<file path="config.mk">
export PLATFORM = sky130hd
export DESIGN_NAME = mrc_front
export DESIGN_NICKNAME = d
export VERILOG_FILES = /design/src/mrc_pkg.sv /design/src/mrc_front.sv
export SDC_FILE = /design/constraint.sdc
export NUM_CORES = 1
export LEC_CHECK = 0
export ABC_AREA = 0
export BUFFER_PORTS_ARGS = -buffer_cell sky130_fd_sc_hd__buf_2
export CORE_MARGIN = 2
export CORE_UTILIZATION = 60
export CTS_BUF_LIST = sky130_fd_sc_hd__clkbuf_8 sky130_fd_sc_hd__clkbuf_16
export CTS_CLUSTER_DIAMETER = 60
export DETAILED_ROUTE_END_ITERATION = 6
export PLACE_DENSITY = 0.83
export REMOVE_ABC_BUFFERS = 1
export SLEW_MARGIN = 20
export SYNTH_ARGS = -nofsm -noshare
export SYNTH_HDL_FRONTEND = slang
export SYNTH_SLANG_ARGS = --single-unit
</file>
<file path="constraint.sdc">
create_clock -name aclk -period 4.9 [get_ports aclk]
set_input_delay 0.245 -clock aclk [delete_from_list [all_inputs] [get_ports aclk]]
set_output_delay 0.245 -clock aclk [all_outputs]
set_load 0.005 [all_outputs]
</file>
<file path="src/mrc_pkg.sv">
`timescale 1ns / 1ps
// mrc_pkg: shared types, status codes and crc helpers for the modbus rtu response checker
// no dependencies

package mrc_pkg;

    localparam logic [15:0] CRC_INIT = 16'hFFFF;
    localparam logic [15:0] CRC_POLY = 16'hA001;

    localparam logic [2:0] ST_OK          = 3'd0;
    localparam logic [2:0] ST_ILLEGAL_FN  = 3'd1;
    localparam logic [2:0] ST_BAD_ADDR    = 3'd2;
    localparam logic [2:0] ST_BAD_VALUE   = 3'd3;
    localparam logic [2:0] ST_DEV_FAIL    = 3'd4;
    localparam logic [2:0] ST_BUSY        = 3'd5;
    localparam logic [2:0] ST_INVALID     = 3'd6;
    localparam logic [2:0] ST_CRC_ERR     = 3'd7;

    localparam logic [7:0] EXC_ILLEGAL_FN = 8'h01;
    localparam logic [7:0] EXC_BAD_ADDR   = 8'h02;
    localparam logic [7:0] EXC_BAD_VALUE  = 8'h03;
    localparam logic [7:0] EXC_DEV_FAIL   = 8'h04;
    localparam logic [7:0] EXC_BUSY       = 8'h06;

    localparam int FIFO_DEPTH = 2;

    typedef struct packed {
        logic       data_valid;
        logic [7:0] payload_byte;
        logic [7:0] payload_index;
        logic       frame_done;
        logic [2:0] status;
        logic [7:0] slave_address;
        logic [7:0] function_code;
        logic [7:0] byte_count;
    } result_t;

    function automatic logic [15:0] crc_fold(input logic [15:0] c_in, input logic [7:0] b);
        logic [15:0] c;
        c = c_in ^ {8'h00, b};
        for (int k = 0; k < 8; k++) begin
            if (c[0]) begin
                c = (c >> 1) ^ CRC_POLY;
            end else begin
                c = c >> 1;
            end
        end
        return c;
    endfunction

    function automatic logic [2:0] exception_status(input logic [7:0] code);
        logic [2:0] st;
        unique case (code)
            EXC_ILLEGAL_FN: st = ST_ILLEGAL_FN;
            EXC_BAD_ADDR:   st = ST_BAD_ADDR;
            EXC_BAD_VALUE:  st = ST_BAD_VALUE;
            EXC_DEV_FAIL:   st = ST_DEV_FAIL;
            EXC_BUSY:       st = ST_BUSY;
            default:        st = ST_INVALID;
        endcase
        return st;
    endfunction

endpackage

</file>
<file path="src/mrc_front.sv">
`timescale 1ns / 1ps
// mrc_front: byte intake, header capture, crc delay line and result classification
// depends on mrc_pkg

module mrc_front import mrc_pkg::*; #(
    parameter int MAX_FRAME_BYTES = 256
) (
    input  logic       aclk,
    input  logic       aresetn,
    input  logic       in_valid,
    output logic       in_ready,
    input  logic [7:0] in_byte,
    input  logic       in_last,
    output logic       push,
    input  logic       push_ready,
    output result_t    push_item
);

    localparam int POS_W = $clog2(MAX_FRAME_BYTES + 1);
    localparam int IDX_W = (POS_W > 8) ? POS_W : 8;
    localparam logic [POS_W-1:0] POS_MAX = POS_W'(MAX_FRAME_BYTES);

    logic [POS_W-1:0] pos_reg, pos_next;
    logic [7:0]       held0_reg, held1_reg;
    logic [15:0]      crc_reg, crc_next;
    logic [7:0]       slave_reg, slave_next;
    logic [7:0]       func_reg, func_next;
    logic [7:0]       count_reg, count_next;
    logic [IDX_W-1:0] pay_pos;
    logic             emit;
    logic             accept;
    logic [2:0]       status;

    assign in_ready = push_ready;
    assign accept   = in_valid && in_ready;

    always_comb begin
        slave_next = (pos_reg == POS_W'(0)) ? in_byte : slave_reg;
        func_next  = (pos_reg == POS_W'(1)) ? in_byte : func_reg;
        count_next = (pos_reg == POS_W'(2)) ? in_byte : count_reg;
        crc_next   = (pos_reg >= POS_W'(2)) ? crc_fold(crc_reg, held0_reg) : crc_reg;
        pos_next   = (pos_reg < POS_MAX) ? pos_reg + POS_W'(1) : pos_reg;
        pay_pos    = IDX_W'(pos_reg) - IDX_W'(5);
        emit       = (pos_reg >= POS_W'(5)) && (pos_reg < POS_MAX)
                     && (pay_pos < IDX_W'(count_next));
        if (pos_reg < POS_W'(4)) begin
            status = ST_INVALID;
        end else if (pos_reg == POS_W'(4)) begin
            status = exception_status(count_next);
        end else begin
            status = ({in_byte, held1_reg} == crc_next) ? ST_OK : ST_CRC_ERR;
        end
    end

    always_comb begin
        push_item.data_valid    = emit;
        push_item.payload_byte  = emit ? held0_reg : 8'h00;
        push_item.payload_index = emit ? pay_pos[7:0] : 8'h00;
        push_item.frame_done    = in_last;
        push_item.status        = in_last ? status : ST_OK;
        push_item.slave_address = slave_next;
        push_item.function_code = func_next;
        push_item.byte_count    = count_next;
    end

    assign push = accept && (emit || in_last);

    always_ff @(posedge aclk) begin
        if (!aresetn) begin
            pos_reg   <= '0;
            held0_reg <= '0;
            held1_reg <= '0;
            crc_reg   <= CRC_INIT;
            slave_reg <= '0;
            func_reg  <= '0;
            count_reg <= '0;
        end else if (accept) begin
            if (in_last) begin
                pos_reg   <= '0;
                held0_reg <= '0;
                held1_reg <= '0;
                crc_reg   <= CRC_INIT;
                slave_reg <= '0;
                func_reg  <= '0;
                count_reg <= '0;
            end else begin
                pos_reg   <= pos_next;
                held0_reg <= held1_reg;
                held1_reg <= in_byte;
                crc_reg   <= crc_next;
                slave_reg <= slave_next;
                func_reg  <= func_next;
                count_reg <= count_next;
            end
        end
    end

    a_pos_clear_after_last: assert property (@(posedge aclk) disable iff (!aresetn)
        (accept && in_last) |=> (pos_reg == '0 && crc_reg == CRC_INIT))
        else $error("frame state not cleared after last byte");

    a_pos_saturates: assert property (@(posedge aclk) disable iff (!aresetn)
        pos_reg <= POS_MAX)
        else $error("frame position beyond maximum");

    a_no_emit_early: assert property (@(posedge aclk) disable iff (!aresetn)
        (push && push_item.data_valid) |-> (pos_reg >= POS_W'(5)))
        else $error("payload item emitted inside header or crc window");

endmodule

</file>
; ---- Word level (Yosys, flattened, before mapping)
; Index checks and enable logic that the tools add are counted.
; Widths: inputs -> output; s select.
[totals]
regBits = 65
input_bits = 13
wordCells = 67
[op_classes]
n_addsub = 2
n_lt_le_gt_ge = 5
n_eq_ne = 9
muxes = 27
bitwise = 9
n_reduce_logical = 8
[ops]
columns = op, n
row1 = $mux 16, 10
row2 = $mux 8, 10
row3 = $not 2->3, 8
row4 = $mux 9, 2
row5 = $eq 16x16->1, 1
row6 = $eq 8x2->1 const B, 2
row7 = $eq 8x3->1 const B, 2
row8 = $xor 16x8->16, 1
row9 = $pmux 3 s5, 1
row10 = $mux 3, 4
row11 = $add 9x1->9 const B, 1
row12 = $eq 9x1->1 const B, 1
row13 = $eq 9x2->1 const B, 1
row14 = $eq 9x3->1 const B, 1
row15 = $ge 9x2->1 const B, 1
row16 = $ge 9x3->1 const B, 1
row17 = $logic_not 9->1, 1
row18 = $lt 9x3->1 const B, 1
row19 = $lt 9x8->1, 1
row20 = $lt 9x9->1 const B, 1
row21 = $sub 9x3->9 const B, 1
row22 = $eq 8x1->1 const B, 1
row23 = $logic_and 1x1->1, 4
row24 = $reduce_and 2->1, 1
row25 = 2 further kinds, 2

; ---- Depth between registers and ports, before layout
[depth]
word_depth = 23
ltp_mapped = 15
ltp_nobuf = 12

; ---- Worst setup path before layout
; Ideal clock, no wire load.
[synth_path]
kind = register -> output
start = reg pos_reg[4]
end = out push_item[30] (netlist bit)
arrival_time_ps = 2805
t_required_ps = 4655
slack_ps = 1850
path_stages_with_launch = 15
path_cell_list = dfxtp_1 > buf_6 > nor4_4 > and3_1 > buf_6 > mux2_2 > inv_1 > ha_1 > a21oi_1 > nor2b_1 > a2111oi_0 > o21ai_2 > inv_2 > buf_6 > and2_1
[synth_rtl]
columns = item, line
row1 = start: declaration, mrc_front.sv:23  ; logic [POS_W-1:0] pos_reg, pos_next;
row2 = start signal: assignment, mrc_front.sv:87  ; pos_reg <= pos_next;
row3 = end: declaration, mrc_front.sv:16  ; output result_t push_item

==> impl_metrics.toml <==
[timing]
finalHoldViolCount = 0
worst_pin_slew_ns = 0.7499
worst_case_clock_skew_ns = 0.01067
setup_viol_count_final = 0
drv_slew = 0
final.setup.tns_ns = 0
maximum_clock_frequency_mhz = 251.4
final_period_minus_worst_setup_slack_ns = 3.978
grt_setup_unrepaired = "false"
final_period_utilization_pct = 81.18
max-slew-margin-rel_pct = 49.89
setup_slack_ns = 0.9221
fin_worst_hold_slack_ns = 0.3885

[worst_setup_path]
crit_required_ns = 4.66
rrSetupSlack_ns = 2.27
crit_type = "register to primary output"
setup.worst_path.end_class = "primary output"
worstRegToRegCells = 7
rr_startpoint = "pos_reg[0]$_SDFFE_PN0P_"
timing.critical_path.arrival_ns = 3.73
cp-start-kind = "register"
rr_endpoint = "crc_reg[13]$_SDFFE_PN1P_"
cp_max_fo = 15

[route]
route.detailed.wl_per_inst_um = 16.80
drt-total-wl_mm = 10.18
highest_layer = "met4"
m1WireLength_mm = 4.616
wl_met3_um = 473
firstDrtPassIters = 4
vias_per_cell = 5.860
drtAntennaViolNets = 0
drt_iter0_markers = 220
routed-wl-met2_mm = 4.805
via_count = 3551
drt_drc_violations_left = 0

[global_route]
grt_first_pass_wirelength_mm = 16.82
grt_start_max_net_pins = 49
first_global_vias = 3470
antenna_found_initial = 0
grt_overflow_total = 0
groute.usage.overall_pct = 28.52

[power_and_ir_drop]
power-per-cell-area_nw_per_um2 = 239.0
power.total_mw = 1.077
power_leakage_nw = 1.988
irDropWorstVdd_mv = 0.1489

[clock_network]
clkLatencyLatePin_ns = 0.34
cts_root_buffer = "sky130_fd_sc_hd__clkbuf_8"
hold_bufs_inserted_after_cts = 0
post_cts.resized_instances = 0
clk_pin_slew_ns = 0.07
number_of_buffers_added_for_setup_after_cts = 0
tritoncts = "yes"
clk_path_buf_depth = 2
htree_num_levels = 3
cts_inserted_buffers = 9
clock_sink_count = 65

[floorplan]
die-height_um = 86.60
starting_utilization_of_the_core_area_pct = 61.27
pin_count = 60
placement_rows = 30
die_span_x_um = 86.60
floorplan.core_area_um2 = 6681
dieArea_um2 = 7500

[placement]
place_ws_ns = 1.290
dp_hpwl_mm = 7.059
detailed_place.area_um2 = 4335
port_buffers = 59
routabilityCongestion = 0.8730

[synth]
syn_area_per_cell_um2 = 8.476
synth_edf_count = 0
ys_dominant_reg_cell = "sky130_fd_sc_hd__dfxtp_1"
synth_warnings = 0
async_flop_share_pct = 0
distinct_cells_synth = 53
synth.yosys.seq_area_share_pct = 31.78
synthesis.area_um2 = 4094
synth-seq-cells = 65
synthesis.instances = 483

[final_layout]
fill_cells = 575
layout-drive-gt1-share_pct = 19.58
postLayoutCellArea_um2 = 4506
insertedDiodeCount = 0
most_common_library_cell_in_the_layout_ignoring_fill_and_taps = "sky130_fd_sc_hd__dfxtp_1"
fin_nets = 546
area_delta_synth_final_pct = 10.05
most-common-layout-cells = "sky130_fd_sc_hd__dfxtp_1, sky130_fd_sc_hd__buf_2, sky130_fd_sc_hd__nor2b_1, sky130_fd_sc_hd__nand2_1"
flip_flop_count_of_the_largest_register_all_copies_and_words_added = 16

[hold_path]
hold_start = "in_byte[1]"
hp-class = "primary input to register"
min_path_cells = 4
worstHoldEndpoint = "held1_reg[1]$_SDFFE_PN0P_"

[status]
status = "complete, no violations"

[run]
timing.max_cap.violations = 0
[routing by layer]
metal	vias to the layer above	global-route usage (%)
met2	113	45.73
met5	-	0
met4	0	13.21
met1	1671	37.10
met3	28	5.429
li1	1739	-
[how the worst max path moves through the flow]
stage	slack [ns]	startpoint	end
3_3_place_gp	1.39	pos_reg[3]$_SDFFE_PN0P_	push_item[42]
3_5_place_dp	1.29	pos_reg[3]$_SDFFE_PN0P_	push_item[32]
5_1_grt	0.67	pos_reg[3]$_SDFFE_PN0P_	push_item[42]
4_1_cts	0.92	pos_reg[3]$_SDFFE_PN0P_	push_item[32]
6_report	0.92	pos_reg[3]$_SDFFE_PN0P_	push_item[32]
2_1_floorplan	1.77	pos_reg[3]$_SDFFE_PN0P_	push_item[30]
[synthesized netlist by cell type (all sizes together) (12+ instances only)]
master   n  area share [%]
mux2i   13             3.2
dfxtp   65              32
and3    18             2.8
mux2    18             5.0
nor2b   48             7.3
nor2    25             2.3
a22oi   25             4.6
ha      12             3.7
xor2    21             4.7
xnor2   25             5.3
clkbuf  23             2.1
and2    18             2.8
inv     16             1.5
a21oi   25             3.1
nand3   13             1.6
nand2   41             3.8
[where the power goes]
group / leakage, nW / switching (mW) / internal, mW
logic: 1.38 / 0.0789 / 0.0554
registers: 0.525 / 0.00761 / 0.535
clock network: 0.0814 / 0.218 / 0.182
[per-stage QoR]
stage               utilization (%)  std cells
floorplan                         -        449
global placement              64.89        590
detailed placement            64.89        590
CTS                           67.43        606
global route                  67.43        606
finish                        67.43        606
[area by class of cell]
cell class                 instances  area [um^2]  area share [%]
inverter                          16        60.06           1.333
clock inverter                     7        46.29           1.027
clock buffer                       9        123.9           2.749
multi-input combinational        368         2564           56.90
sequential                        65         1301           28.88
tap                               80        100.1           2.222
timing repair buffer              61        310.3           6.887
[critical path, stage by stage, from the launching register on]
cell	delay, ns
sky130_fd_sc_hd__dfxtp_1	0.44
sky130_fd_sc_hd__nor4_4	0.41
sky130_fd_sc_hd__and3_1	0.47
sky130_fd_sc_hd__mux2_2	0.42
sky130_fd_sc_hd__inv_1	0.07
sky130_fd_sc_hd__ha_1	0.24
sky130_fd_sc_hd__a21oi_1	0.13
sky130_fd_sc_hd__nor2b_1	0.06
sky130_fd_sc_hd__a2111oi_0	0.46
sky130_fd_sc_hd__o21ai_2	0.16
sky130_fd_sc_hd__inv_2	0.25
sky130_fd_sc_hd__and2_1	0.17
sky130_fd_sc_hd__buf_2	0.11
[logic make-up (layout without fill, tap and decap cells)]
group	after synthesis	in the layout	share of synthesized area, %
DFF	65	65	31.78
xor gates and xnor gates	49	49	11.74
AOI/OAI and AO/OA	87	87	14.30
buffers and inverters	50	93	5.593
muxes	31	31	8.221
adders and majority gates	12	12	3.667
and+or+nand+nor	189	189	24.69
Note: power is estimated with default switching activity, not from simulation.
